**config.mk**
```make
export PLATFORM = sky130hd
export DESIGN_NAME = mcps_ctrl
export DESIGN_NICKNAME = d
export VERILOG_FILES = /design/src/rtl/assert_macros.svh /design/src/rtl/mcps_pkg.sv /design/src/rtl/mcps_ctrl.sv
export SDC_FILE = /design/constraint.sdc
export NUM_CORES = 1
export LEC_CHECK = 0
export ABC_CLOCK_PERIOD_IN_PS = 1200
export BUFFER_PORTS_ARGS = -buffer_cell sky130_fd_sc_hd__buf_2
export CORE_AREA = 2 2 39 41
export CTS_CLUSTER_DIAMETER = 200
export CTS_CLUSTER_SIZE = 8
export DETAILED_ROUTE_END_ITERATION = 16
export DIE_AREA = 0 0 41 43
export PLACE_DENSITY = 0.6
export RECOVER_POWER = 50
export SLEW_MARGIN = 10
export SYNTH_ARGS = -nofsm -noshare
export SYNTH_HDL_FRONTEND = slang
export SYNTH_SLANG_ARGS = --single-unit
export TNS_END_PERCENT = 10
```
**constraint.sdc**
```tcl
create_clock -name clk -period 1.2 [get_ports clk]
set_clock_uncertainty 0.1 [all_clocks]
set_input_delay 0.24 -clock clk [delete_from_list [all_inputs] [get_ports clk]]
set_output_delay 0.24 -clock clk [all_outputs]
set_load 0.02 [all_outputs]
```
**src/rtl/assert_macros.svh**
```systemverilog
// Concurrent assertion helpers. Define ASSERT_OFF to compile them out.
`ifndef ASSERT_MACROS_SVH
`define ASSERT_MACROS_SVH

`ifndef ASSERT_OFF

// Same-cycle implication.
`define ASSERT_IMPL(label, clk, rst_n, ante, cons) \
    label: assert property (@(posedge clk) disable iff (!rst_n) (ante) |-> (cons)) \
        else $error("assertion failed: same-cycle implication");

// Next-cycle implication.
`define ASSERT_NEXT(label, clk, rst_n, ante, cons) \
    label: assert property (@(posedge clk) disable iff (!rst_n) (ante) |=> (cons)) \
        else $error("assertion failed: next-cycle implication");

`else

`define ASSERT_IMPL(label, clk, rst_n, ante, cons)
`define ASSERT_NEXT(label, clk, rst_n, ante, cons)

`endif

`endif

```
**src/rtl/mcps_pkg.sv**
```systemverilog
package mcps_pkg;

    localparam int MAX_PATHS  = 4;
    localparam int PATH_W     = 2;
    localparam int WIN_W      = 40;
    localparam int UNACK_W    = 32;
    localparam int SIZE_W     = 16;
    localparam int MINW_W     = 16;
    localparam int FRAC_W     = 8;
    localparam int SQ_W       = 2 * SIZE_W;
    localparam int DIVIDEND_W = SQ_W + 16;
    localparam int PROD_W     = UNACK_W + WIN_W;

    localparam logic [WIN_W-1:0]  WIN_RESET  = 40'd128000;
    localparam logic [WIN_W-1:0]  WIN_MAX    = 40'hFF_FFFF_FFFF;
    localparam logic [MINW_W-1:0] MINW_RESET = 16'd500;

    localparam logic OP_SELECT = 1'b0;
    localparam logic OP_ACK    = 1'b1;

    typedef logic [MAX_PATHS-1:0][UNACK_W-1:0] unacked_vec_t;

    // controller -> datapath
    typedef struct packed {
        logic load;          // capture an accepted input item
        logic idx_inc;       // advance scan index
        logic take;          // current path becomes best candidate
        logic mul_en;        // register partial products
        logic sum_en;        // register full cross products
        logic div_start;     // launch growth division
        logic win_wr_quick;  // write halved / zero-window value
        logic win_wr_grow;   // write grown window
        logic out_load;      // move result into output register
    } mcps_cmd_t;

    // datapath -> controller
    typedef struct packed {
        logic op_ack;        // op of the item at the input port
        logic elig;          // current path is eligible
        logic found;         // a candidate already exists
        logic last;          // scan index at last path
        logic ratio_less;    // current ratio below best ratio
        logic path_ok;       // ack path inside configured range
        logic loss;          // ack carries loss
        logic win_zero;      // acked path window is zero
        logic div_done;      // quotient ready
    } mcps_sts_t;

endpackage

```
**src/rtl/mcps_ctrl.sv**
```systemverilog
module mcps_ctrl (
    input  logic                clk,
    input  logic                rst_n,
    input  logic                in_valid,
    input  logic                out_stall,
    input  mcps_pkg::mcps_sts_t sts,
    output logic                in_stall,
    output logic                out_valid,
    output mcps_pkg::mcps_cmd_t cmd
);

    localparam logic [2:0] S_IDLE = 3'd0;
    localparam logic [2:0] S_SCAN = 3'd1;
    localparam logic [2:0] S_MUL  = 3'd2;
    localparam logic [2:0] S_SUM  = 3'd3;
    localparam logic [2:0] S_CMP  = 3'd4;
    localparam logic [2:0] S_ACK  = 3'd5;
    localparam logic [2:0] S_DIV  = 3'd6;
    localparam logic [2:0] S_DONE = 3'd7;

    logic [2:0] state_reg, state_next;
    logic       out_valid_reg, out_valid_next;

    always_comb
    begin
        state_next = state_reg;
        cmd        = '0;
        unique case (state_reg)
            S_IDLE:
            begin
                if (in_valid)
                begin
                    cmd.load   = 1'b1;
                    state_next = sts.op_ack ? S_ACK : S_SCAN;
                end
            end
            S_SCAN:
            begin
                if (sts.elig && sts.found)
                    state_next = S_MUL;
                else
                begin
                    cmd.take    = sts.elig;
                    cmd.idx_inc = !sts.last;
                    state_next  = sts.last ? S_DONE : S_SCAN;
                end
            end
            S_MUL:
            begin
                cmd.mul_en = 1'b1;
                state_next = S_SUM;
            end
            S_SUM:
            begin
                cmd.sum_en = 1'b1;
                state_next = S_CMP;
            end
            S_CMP:
            begin
                cmd.take    = sts.ratio_less;
                cmd.idx_inc = !sts.last;
                state_next  = sts.last ? S_DONE : S_SCAN;
            end
            S_ACK:
            begin
                // out-of-range path leaves state alone and reports zeros
                if (!sts.path_ok)
                    state_next = S_DONE;
                else if (sts.loss || sts.win_zero)
                begin
                    cmd.win_wr_quick = 1'b1;
                    state_next       = S_DONE;
                end
                else
                begin
                    cmd.div_start = 1'b1;
                    state_next    = S_DIV;
                end
            end
            S_DIV:
            begin
                if (sts.div_done)
                begin
                    cmd.win_wr_grow = 1'b1;
                    state_next      = S_DONE;
                end
            end
            S_DONE:
            begin
                if (!out_valid_reg || !out_stall)
                begin
                    cmd.out_load = 1'b1;
                    state_next   = S_IDLE;
                end
            end
            default:
            begin
                state_next = S_IDLE;
            end
        endcase
    end

    always_comb
    begin
        if (cmd.out_load)
            out_valid_next = 1'b1;
        else if (!out_stall)
            out_valid_next = 1'b0;
        else
            out_valid_next = out_valid_reg;
    end

    always_ff @(posedge clk or negedge rst_n)
    begin
        if (!rst_n)
        begin
            state_reg     <= S_IDLE;
            out_valid_reg <= 1'b0;
        end
        else
        begin
            state_reg     <= state_next;
            out_valid_reg <= out_valid_next;
        end
    end

    assign in_stall  = (state_reg != S_IDLE);
    assign out_valid = out_valid_reg;

endmodule

```
==> results.md, run 1 <==
- Run status: complete, but fails checks
- Violated checks: setup timing
- Leak: 0.348 nW
- CTS tree: built
- Die area: 1760 um2
- Die W: 41 um
- Startpoint Class: register
- Synth Area in Compound Gates: 28.2%
- GP Congestion: 0.728
- Hold path depth: 3
- Post-DP HPWL: 854 um
- N_diodes: 0
- Ys Warns: 0
- Async set-reset flop share out of synthesis: 100%
- Xor/xnor cell area share of the yosys netlist: 0%
- Skew-Pair Late Insertion Delay: roughly 0.23 ns
- Register area share after synthesis: 26.0%
- Vias/cell: 4.90
- Worst r2r path cells: 5
- Total global routing overflow: 0
- Power per cell area: 2460 nW/um2
- Max reg flops: 3
- Fin nets: 107
- Largest area contributor in the netlist: dfrtp_1
- Req. time, crit path: 0.86 ns
- Worst EP arrival: 1.26 ns
- Max-cap violations: 0
- Cell Count, Final, Fillers Out: 108
- Syn Inst Count: 51
- CP Class: register to output port
- Routed len/inst: 10.8 um
- Synth top area share: 26.0%
- Final Hold Vio Count: 0
- VDD IR-drop max: ~1200 uV
- Worst R2R Setup Slack: -0.34 ns
- Worst-path clk slew: 0.04 ns
- CP max FO: 5
- Post-synth EDFFs: 0
- I/O Pins: 24
- Worst slew pin tran: 0.332 ns
- Maximum achievable frequency: 0.623 GHz
- Minimum clock period: 1.60 ns
- Worst Hold End: out_valid$_DFFE_PN0P_
- Pre-CTS setup slack: -0.295 ns
- Drt total wl: 1170 um
- Post-detailed-route count of antenna-violating nets: 0
- Total global-route track usage: between 15 and 20%
- Synthesized area: ~390 um2
- Fraction of the mapped netlist area in adder cells: 0%
- Slew HR: 77.8%
- Syn avg cell area: between 7 and 8 um2
- Post-synthesis mux area share: 0%
- CTS sink cnt: 4
- Maximum number of pins on one net before global-route repair: 9
- DR DRC count: 0
- Slowest-stage cell, CP: dfrtp_2
- Synth Register Bits: 4
- Crit path cell chain: or3_4 -> nor2_4 -> buf_6
- H-tree depth: 1
- Main synth FF type: dfrtp_1
- Worst Hold Class: primary input to register
- Dpl cells: 99
- Layout cells sized above 1: 63.0%
- Max Root-Sink Buffers: 2
- Number of distinct library cells after synthesis: 26
- Final count of pins violating max slew: 0
- Synth Area in Simple Gates: a little under two fifths
- Part of the cycle the worst path needs: 134%
- Net count after synthesis: 64
- Reg2reg end: state_reg[2]$_DFFE_PN0P_
- Iteration-0 DRC Markers: 3
- Worst Setup End Kind: output port
- Core Region: 1380 um2
- Final setup violating endpoints: 13
- Initial Util: 27.8%
- Largest family of logic cells by synthesized area: simple AND/OR/NAND/NOR gates
- RSZ-0062 raised after global routing: true
- First-pass GRT wire length: roughly 1900 um
- Vias in the first global route: 500
- Synth top area cells: dfrtp_1 26%, a21oi_1 7.8%, nor2_1 6.8%
- Clk root buf: clkbuf_4
- First-pass DRT Iterations: 2
- DIE HEIGHT: between 40 and 50 um
- # rows: 14
- Reg2Reg Launch Point: state_reg[2]$_DFFE_PN0P_
- Initial antenna violation count: 0
- Area growth syn-to-layout: 96.1%
- PortBufs: 23
- Setup WS post-layout: -0.404 ns
- Via count: ~530
- Inserted Clock Buffers: 3
- Hold_sp: out_stall
- Filler instances: 140
- CP max stage delay: approximately 0.43 ns
critical path: cells and delay by family (launching register included):
family	cells	cell delay, ns
buffers and inverters	1	0.11
DFF	1	0.43
and+or+nand+nor	2	0.50
worst max path at each step:
stage | start | endpoint | slack (ns) | cells after the start
global placement | state_reg[0]$_DFFE_PN0P_ | cmd[8] | -0.26 | 3
finish | state_reg[2]$_DFFE_PN0P_ | cmd[8] | -0.40 | 3
floorplan | state_reg[1]$_DFFE_PN0P_ | cmd[8] | -0.29 | 3
global route | state_reg[2]$_DFFE_PN0P_ | cmd[8] | -0.46 | 3
detailed placement | state_reg[2]$_DFFE_PN0P_ | state_reg[2]$_DFFE_PN0P_ | -0.29 | 3
CTS | state_reg[2]$_DFFE_PN0P_ | cmd[8] | -0.42 | 3
cells in the mapped netlist (2+ instances only):
| library cell | n |
|---|---|
| nor2_1 | 7 |
| buf_4 | 2 |
| dfrtp_1 | 4 |
| a21oi_1 | 6 |
| nor3b_1 | 2 |
| a211oi_1 | 2 |
| nor2b_1 | 3 |
| nor3_1 | 2 |
| a211o_1 | 2 |
| buf_2 | 2 |
| nand2_1 | 4 |
layer usage:
metal	track usage [%]	part of all wire, %	vias to the layer above
met2	27.2	54	11
met4	9.33	0	0
met3	3.66	3.9	0
met5	0	0	-
met1	16.6	42	246
li1	-	-	272
power by group:
group          internal, mW  switching, mW
clock                 0.111         0.0492
combinational         0.747          0.626
sequential            0.216          0.108
stage by stage:
stage | area (um2) | total power, mW | setup TNS (ns) | hold WS (ns) | utilization, %
finish | 756 | 1.86 | -4.35 | 0.188 | 54.6
global route | 756 | 2.02 | -5.20 | 0.206 | 54.6
CTS | 753 | 1.85 | -4.43 | 0.179 | 54.4
detailed placement | 616 | 1.37 | -2.66 | -0.0521 | 44.5
global placement | 616 | 1.36 | -2.53 | -0.0506 | 44.5
floorplan | 408 | 0.968 | -1.90 | -0.156 | -
layout make-up:
class | count | area [um2] | area share [%]
clock buffers | 3 | 22.5 | 2.98
inverters | 1 | 3.75 | 0.497
multi-input cells | 42 | 312 | 41.2
flip-flops and latches | 4 | 104 | 13.7
well taps | 16 | 20.0 | 2.65
repair buffers | 42 | 294 | 38.9
cells in the final DEF, fill, tap and decap left out, drive strengths merged, types with 2 or more instances in the layout:
| cell type | n |
|---|---|
| a211o | 2 |
| a211oi | 2 |
| a21oi | 6 |
| buf | 40 |
| clkbuf | 4 |
| dfrtp | 4 |
| nand2 | 5 |
| nor2 | 7 |
| nor2b | 3 |
| nor3 | 2 |
| nor3b | 2 |
| o21ai | 2 |
cell families (layout without fill, tap and decap cells):
kind of cell           after synthesis  after routing
DFF                                  4              4
buffers and inverters                5             46
and+or+nand+nor                     26             26
AOI/OAI and AO/OA                   16             16
timing repair:
item	in CTS	in global routing
cloned	0	0
endpoints found under the setup margin	13	13
setup buffers	5	0
resized for setup	22	1
pin swaps	6	1
hold endpoints to repair	4	0
hold buffers	1	0
(Power assumes the default switching activity.)
==> run 2, diff against run 1 <==
--- a/config.mk
+++ b/config.mk
@@ -5,6 +5,7 @@
 export SDC_FILE = /design/constraint.sdc
 export NUM_CORES = 1
 export LEC_CHECK = 0
+export ABC_AREA = 1
 export ABC_CLOCK_PERIOD_IN_PS = 1200
 export BUFFER_PORTS_ARGS = -buffer_cell sky130_fd_sc_hd__buf_2
 export CORE_AREA = 2 2 39 41
==> run 2 against run 1 <==
Compared with the run above:
- the flow still finishes with violations (setup timing)
- die area did not move
- combinational power up 8%
- synthesized cell count is 33% higher
- critical endpoint is now cmd[0]
- largest cell class unchanged
- highest routed layer unchanged
==> results.md, run 2 <==
- Reg2Reg Launch Point: state_reg[0]$_DFFE_PN0P_ (was state_reg[2]$_DFFE_PN0P_)
- Synth top area cells: dfrtp_1 26%, nand2_1 23%, nand3_1 11% (was dfrtp_1 26%, a21oi_1 7.8%, nor2_1 6.8%)
- Design Area, Final: 788 um2 (was 756 um2)
- Max reg flops: 3 (unchanged)
- Skew-Pair Late Insertion Delay: 0.23 ns (about the same)
- Ys Warns: 0 (unchanged)
- Worst-path clk slew: 0.04 ns (about the same)
- Maximum number of pins on one net before global-route repair: 9 (unchanged)
- Fin nets: 124 (was 107)
- Run status: complete, but fails checks (unchanged)
- Register area share after synthesis: 26.4% (was 26.0%)
- Syn Inst Count: 68 (was 51)
- First-pass GRT wire length: 1840 um (was 1940 um)
- Iteration-0 DRC Markers: 13 (was 3)
- Initial antenna violation count: 0 (unchanged)
- CTS sink cnt: 4 (unchanged)
- Max-cap violations: 0 (unchanged)
- Commonest non-fill, non-tap cell in the layout: nand2_1 (was buf_4)
- Inserted Clock Buffers: 3 (unchanged)
- Core Region: 1380 um2 (unchanged)
- Reg2reg end: state_reg[2]$_DFFE_PN0P_ (unchanged)
- Routed len/inst: 9.96 um (was 10.8 um)
- Worst EP arrival: 1.26 ns (about the same)
- N_diodes: 0 (unchanged)
- Synthesized area: 379 um2 (was 385 um2)
- Most frequent cells in the layout: 19 x nand2_1, 18 x buf_4, 14 x buf_2, 7 x inv_1, 6 x nand3_1 (was 22 x buf_4, 14 x buf_2, 6 x nor2_1)
- Minimum clock period: 1.60 ns (about the same)
- CP Class: register to output port (unchanged)
- Max Root-Sink Buffers: 2 (unchanged)
- Final setup violating endpoints: 13 (unchanged)
- Pre-CTS setup slack: -0.237 ns (was -0.295 ns)
- Total global routing overflow: 0 (unchanged)
- Most numerous cell in the Yosys netlist: nand2_1 (was nor2_1)
- RSZ-0062 raised after global routing: true (unchanged)
- Worst setup path end: cmd[0] (was cmd[8])
- Top cells by instance count after synthesis: 23 x nand2_1, 9 x inv_1, 9 x nor2_1, 8 x nand3_1 (was 7 x nor2_1, 6 x a21oi_1, 4 x dfrtp_1, 4 x nand2_1, 3 x nor2b_1)
- # rows: 14 (unchanged)
- I/O Pins: 24 (unchanged)
- Post-Place Cell Area: 631 um2 (was 616 um2)
- Cell Count, Final, Fillers Out: 125 (was 108)
- Power per cell area: 2530 nW/um2 (was 2460 nW/um2)
- Clk root buf: clkbuf_4 (unchanged)
- Slew HR: 86.5% (was 77.8%)
- Post-DP HPWL: 906 um (was 854 um)
- GP Congestion: 0.710 (was 0.728)
- Req. time, crit path: 0.86 ns (about the same)
- Worst r2r path cells: 7 (was 5)
- Hold slack: 0.148 ns (was 0.188 ns)
- Final Hold Vio Count: 0 (unchanged)
- DIE HEIGHT: 43 um (unchanged)
- Die area: 1760 um2 (unchanged)
- Final count of pins violating max slew: 0 (unchanged)
- Setup WS post-layout: -0.405 ns (was -0.404 ns)
- CP Launch Point: state_reg[1]$_DFFE_PN0P_ (was state_reg[2]$_DFFE_PN0P_)
- Post-synthesis mux area share: 0% (unchanged)
- Violated checks: setup timing (unchanged)
- Async set-reset flop share out of synthesis: 100% (unchanged)
- Main synth FF type: dfrtp_1 (unchanged)
- PortBufs: 23 (unchanged)
- Startpoint Class: register (unchanged)
- Synth top area share: 26.4% (was 26.0%)
- Area growth syn-to-layout: 108% (was 96.1%)
- Worst R2R Setup Slack: -0.16 ns (was -0.34 ns)
- Largest family of logic cells by synthesized area: simple AND/OR/NAND/NOR gates (unchanged)
- VDD IR-drop max: 1270 uV (was 1220 uV)
- Initial Util: 27.4% (was 27.8%)
- Largest area contributor in the netlist: dfrtp_1 (unchanged)
- First-pass DRT Iterations: 4 (was 2)
- Synth Register Bits: 4 (unchanged)
- Part of the cycle the worst path needs: 134% (about the same)
- DR DRC count: 0 (unchanged)
- Die W: 41 um (unchanged)
- Layout cells sized above 1: 61.5% (was 63.0%)
- Via count: 569 (was 529)
- Vias/cell: 4.55 (was 4.90)
- Fraction of the mapped netlist area in adder cells: 0% (unchanged)
- Net count after synthesis: 81 (was 64)
- Number of distinct library cells after synthesis: 13 (was 26)
- Post-synth EDFFs: 0 (unchanged)
- Worst Setup End Kind: output port (unchanged)
- Dpl cells: 116 (was 99)
- Worst Hold Class: primary input to register (unchanged)
- H-tree depth: 1 (unchanged)
- Worst slew pin tran: 0.202 ns (was 0.332 ns)
- Post-detailed-route count of antenna-violating nets: 0 (unchanged)
- Leak: 0.437 nW (was 0.348 nW)
- Drt total wl: 1250 um (was 1170 um)
- Syn avg cell area: 5.58 um2 (was 7.56 um2)
- CTS tree: built (unchanged)
- Synth Area in Simple Gates: 51.8% (was 38.3%)
- Vias in the first global route: 523 (was 500)
- Synth Area in Compound Gates: 7.92% (was 28.2%)
- Final core utilization: 57.0% (was 54.6%)
- Xor/xnor cell area share of the yosys netlist: 0% (unchanged)
- CP max FO: 4 (was 5)
- Total global-route track usage: 14.4% (was 16.0%)
- Maximum achievable frequency: 0.623 GHz (about the same)
[run 2: cell types whose count changed after synthesis, sizes merged, moves of 2 or more]
cell	before	now
nand2	5	24
inv	1	12
nand3	1	8
nor2	7	12
buf	4	1
nor2b	3	0
a211o	2	0
a211oi	2	0
a21oi	6	4
nor3b	2	0
o21ai	2	0
[run 2: how the worst min path moves through the flow]
stage / slack (ns) / cells past startpoint / to / startpoint
CTS: 0.14 / 3 / out_valid$_DFFE_PN0P_ / out_stall
global route: 0.19 / 3 / out_valid$_DFFE_PN0P_ / out_stall
global placement: -0.05 / 1 / out_valid$_DFFE_PN0P_ / rst_n
finish: 0.15 / 3 / out_valid$_DFFE_PN0P_ / out_stall
detailed placement: -0.05 / 1 / out_valid$_DFFE_PN0P_ / rst_n
floorplan: -0.16 / 0 / out_valid$_DFFE_PN0P_ / rst_n
[run 2: report_power, final]
group	leakage, nW	internal [mW]	switching [mW]
Clock	0.0138	0.112	0.0576
Combinational	0.378	0.701	0.781
Sequential	0.0456	0.219	0.127
[run 2: timing repair]
item,4_1_cts,5_1_grt
cloned,0,0
pin swaps,5,2
buffers inserted,5,0
hold endpoints to repair,4,0
gates resized for setup,13,17
endpoints found under the setup margin,13,13
hold buffers,1,0
[run 2: worst max-delay path, stage by stage (launching register included)]
cell,delay [ns]
dfrtp_2,0.41
buf_6,0.12
nand2_2,0.06
nor2_4,0.15
inv_2,0.07
nor2_4,0.10
buf_6,0.12
[run 2: layout make-up]
cell class	count	area, um2
Clock buffer	3	22.5
Timing Repair Buffer	39	275
Tap cell	16	20.0
Sequential cell	4	104
Fill cell	154	596
Inverter	12	50.0
Multi-Input combinational cell	51	317
[run 2: kinds of logic (layout without fill, tap and decap cells)]
family | Yosys count | in the layout
and+or+nand+nor | 46 | 46
buffers and inverters | 13 | 54
AOI/OAI and AO/OA | 5 | 5
DFF | 4 | 4
[run 2: through the flow]
| step | total power [mW] | setup TNS [ns] |
|---|---|---|
| global route | 2.17 | -4.66 |
| CTS | 1.83 | -3.84 |
| floorplan | 1.04 | -0.594 |
| global placement | 1.46 | -1.71 |
| finish | 2.00 | -3.87 |
| detailed placement | 1.47 | -1.75 |
[run 2: routing by layer]
metal | global-route usage, % | wire length [um] | share of wire [%]
met2 | 26.6 | 675 | 54
met1 | 16.0 | 486 | 39
met4 | 4.00 | 0 | 0
met5 | 0 | 0 | 0
met3 | 1.57 | 83 | 6.7
==> run 3, diff against run 2 <==
--- a/config.mk
+++ b/config.mk
@@ -6,14 +6,14 @@
 export NUM_CORES = 1
 export LEC_CHECK = 0
 export ABC_AREA = 1
-export ABC_CLOCK_PERIOD_IN_PS = 1200
+export ABC_CLOCK_PERIOD_IN_PS = 1900
 export BUFFER_PORTS_ARGS = -buffer_cell sky130_fd_sc_hd__buf_2
 export CORE_AREA = 2 2 39 41
 export CTS_CLUSTER_DIAMETER = 200
 export CTS_CLUSTER_SIZE = 8
 export DETAILED_ROUTE_END_ITERATION = 16
 export DIE_AREA = 0 0 41 43
-export PLACE_DENSITY = 0.6
+export PLACE_DENSITY = 0.57
 export RECOVER_POWER = 50
 export SLEW_MARGIN = 10
 export SYNTH_ARGS = -nofsm -noshare
==> constraint.sdc (replaced) <==
create_clock -name clk -period 1.9 [get_ports clk]
set_clock_uncertainty 0.1 [all_clocks]
set_input_delay 0.095 -clock clk [delete_from_list [all_inputs] [get_ports clk]]
set_output_delay 0.095 -clock clk [all_outputs]
set_load 0.02 [all_outputs]
==> run 3 against run 2 <==
Compared with the run above:
- the run now ends clean
- total power fell by 60%
- critical path depth unchanged
- sequential share of layout area rose by 5.3 points
- final cell count fell by 11%
- global-route usage down 2.4 points
- register-to-register slack better by 0.62 ns
- combinational power fell by 66%
- non-clock buffer count is 14 lower
- setup slack better by 0.72 ns
- wire length down 24%
- critical path type unchanged
- critical endpoint is now cmd[7]
==> results.md, run 3 (synthesis results as in run 2) <==
- Run status: finished clean (was complete, but fails checks)
- Metal3 WL: 57 um (was 83 um)
- Reg2Reg Launch Point: state_reg[2]$_DFFE_PN0P_ (was state_reg[0]$_DFFE_PN0P_)
- Core Region: 1380 um2 (unchanged)
- Worst Hold Class: primary input to register (unchanged)
- VDD IR-drop max: 635 uV (was 1270 uV)
- Skew-Pair Late Insertion Delay: 0.23 ns (about the same)
- # rows: 14 (unchanged)
- Final core utilization: 39.2% (was 57.0%)
- Hold path depth: 4 (was 3)
- Worst Hold End: state_reg[2]$_DFFE_PN0P_ (was out_valid$_DFFE_PN0P_)
- Die area: 1760 um2 (unchanged)
- Clk root buf: clkbuf_4 (unchanged)
- Post-Place Cell Area: 507 um2 (was 631 um2)
- Vias/cell: 4.36 (was 4.55)
- Die W: 41 um (unchanged)
- Worst EP arrival: 1.39 ns (was 1.26 ns)
- Part of the cycle the worst path needs: 83.5%
- Most frequent cells in the layout: 23 x nand2_1, 20 x buf_2, 10 x inv_1, 10 x nor2_1, 8 x nand3_1 (was 19 x nand2_1, 18 x buf_4, 14 x buf_2, 7 x inv_1, 6 x nand3_1)
- Maximum achievable frequency: roughly 0.63 GHz
- First-pass DRT Iterations: 4 (unchanged)
- Hold_sp: sts[8] (was out_stall)
- CP max FO: 7 (was 4)
- Total global routing overflow: 0 (unchanged)
- # hold bufs at CTS: 2 (was 1)
- PortBufs: 23 (unchanged)
- Worst r2r path cells: 7 (unchanged)
- Post-CTS Resized: 0 (was 13)
- Sequential Area: 100 um2 (was 104 um2)
- Initial antenna violation count: 0 (unchanged)
- GP Congestion: 0.747 (was 0.710)
- H-tree depth: 1 (unchanged)
- Final setup violating endpoints: 0 (was 13)
- Multi-input gate area: 224 um2 (was 317 um2)
- Metal-1 WL: 467 um (was 486 um)
- Vias in the first global route: 394 (was 523)
- N_diodes: 0 (unchanged)
- WL met2: 426 um (was 675 um)
- Final Hold Vio Count: 0 (unchanged)
- Routed len/inst: 8.57 um (was 9.96 um)
- Inserted Clock Buffers: 3 (unchanged)
- Worst-path clk slew: 0.04 ns (about the same)
- I/O Pins: 24 (unchanged)
- First-pass GRT wire length: 1480 um (was 1840 um)
- Startpoint Class: register (unchanged)
- Maximum number of pins on one net before global-route repair: 9 (unchanged)
- Design Area, Final: 543 um2 (was 788 um2)
- Worst R2R Setup Slack: 0.46 ns (was -0.16 ns)
- Power per cell area: 1490 nW/um2 (was 2530 nW/um2)
- DIE HEIGHT: 43 um (unchanged)
- Slew HR: 83.7% (was 86.5%)
- RSZ-0062 raised after global routing: false (was true)
- Worst slew pin tran: 0.246 ns (was 0.202 ns)
- Post-DP HPWL: 774 um (was 906 um)
- Initial Util: 27.4% (unchanged)
- DR DRC count: 0 (unchanged)
- CP Class: register to output port (unchanged)
- CTS sink cnt: 4 (unchanged)
- Drt total wl: 951 um (was 1250 um)
- Worst Setup End Kind: output port (unchanged)
- Filler instances: 164 (was 154)
- Iteration-0 DRC Markers: 9 (was 13)
- Setup bufs post-CTS: 0 (was 5)
- Setup TNS: 0 ns (was -3.87 ns)
- Leak: 0.345 nW (was 0.437 nW)
- Req. time, crit path: 1.70 ns (was 0.86 ns)
- Max Root-Sink Buffers: 2 (unchanged)
- Top Layer Used: met3 (unchanged)
- Commonest non-fill, non-tap cell in the layout: nand2_1 (unchanged)
- Post-detailed-route count of antenna-violating nets: 0 (unchanged)
- Via count: 484 (was 569)
- Final count of pins violating max slew: 0 (unchanged)
- Max reg flops: 3 (unchanged)
- Layout cells sized above 1: 29.5% (was 61.5%)
- Max-cap violations: 0 (unchanged)
- CTS tree: built (unchanged)
- Area growth syn-to-layout: 43.2% (was 108%)
- Total global-route track usage: 12.0% (was 14.4%)
- Fin nets: 110 (was 124)
- Reg2reg end: state_reg[2]$_DFFE_PN0P_ (unchanged)
- Minimum clock period: 1.59 ns
[run 3: cell types whose count changed in the layout (fill, tap and decap cells not counted), moves of 3 or more]
cell     delta
buf_4      -18
buf_2       +6
dfrtp_1     +3
nor2_1      +7
nand2_1     +4
nor2_4      -5
dfrtp_2     -3
buf_6       -5
inv_1       +3
[run 3: worst max-delay path, stage by stage (launching register included)]
cell and delay (ns):
dfrtp_1 0.45, inv_2 0.07, nand2_1 0.08, nor2_2 0.17
nand2_1 0.10, a21oi_1 0.12, buf_2 0.17
[run 3: routing by layer]
layer  GRT usage (%)  up-vias
met5               0        -
met4            6.00        0
met3            1.57        0
met2            16.3       16
met1            17.9      205
li1                -      263
[run 3: worst max-delay path by stage]
stage | start | endpoint | slack (ns)
2_1_floorplan | state_reg[0]$_DFFE_PN0P_ | state_reg[2]$_DFFE_PN0P_ | 0.58
3_3_place_gp | state_reg[1]$_DFFE_PN0P_ | cmd[7] | 0.57
3_5_place_dp | state_reg[1]$_DFFE_PN0P_ | cmd[7] | 0.56
4_1_cts | state_reg[1]$_DFFE_PN0P_ | cmd[7] | 0.30
5_1_grt | state_reg[1]$_DFFE_PN0P_ | cmd[7] | 0.20
6_report | state_reg[1]$_DFFE_PN0P_ | cmd[7] | 0.31
[run 3: through the flow]
stage	hold slack [ns]	std cells	setup slack, ns	total power, mW
3_5_place_dp	-0.194	106	0.556	0.712
2_1_floorplan	-0.301	68	0.580	0.578
3_3_place_gp	-0.194	106	0.574	0.710
5_1_grt	0.122	111	0.201	0.900
6_report	0.0927	111	0.313	0.808
4_1_cts	0.0901	111	0.296	0.829
[run 3: area by class of cell]
type                       count  share of cell area (%)
multi-input combinational     51                    41.2
timing repair buffer          25                    24.2
inverter                      12                    8.29
tap                           16                    3.69
clock buffer                   3                    4.15
sequential                     4                    18.4
[run 3: power by group]
group / internal (mW) / switching [mW] / total (mW)
sequential: 0.131 / 0.0649 / 0.196
combinational: 0.171 / 0.332 / 0.503
clock: 0.0709 / 0.0376 / 0.109
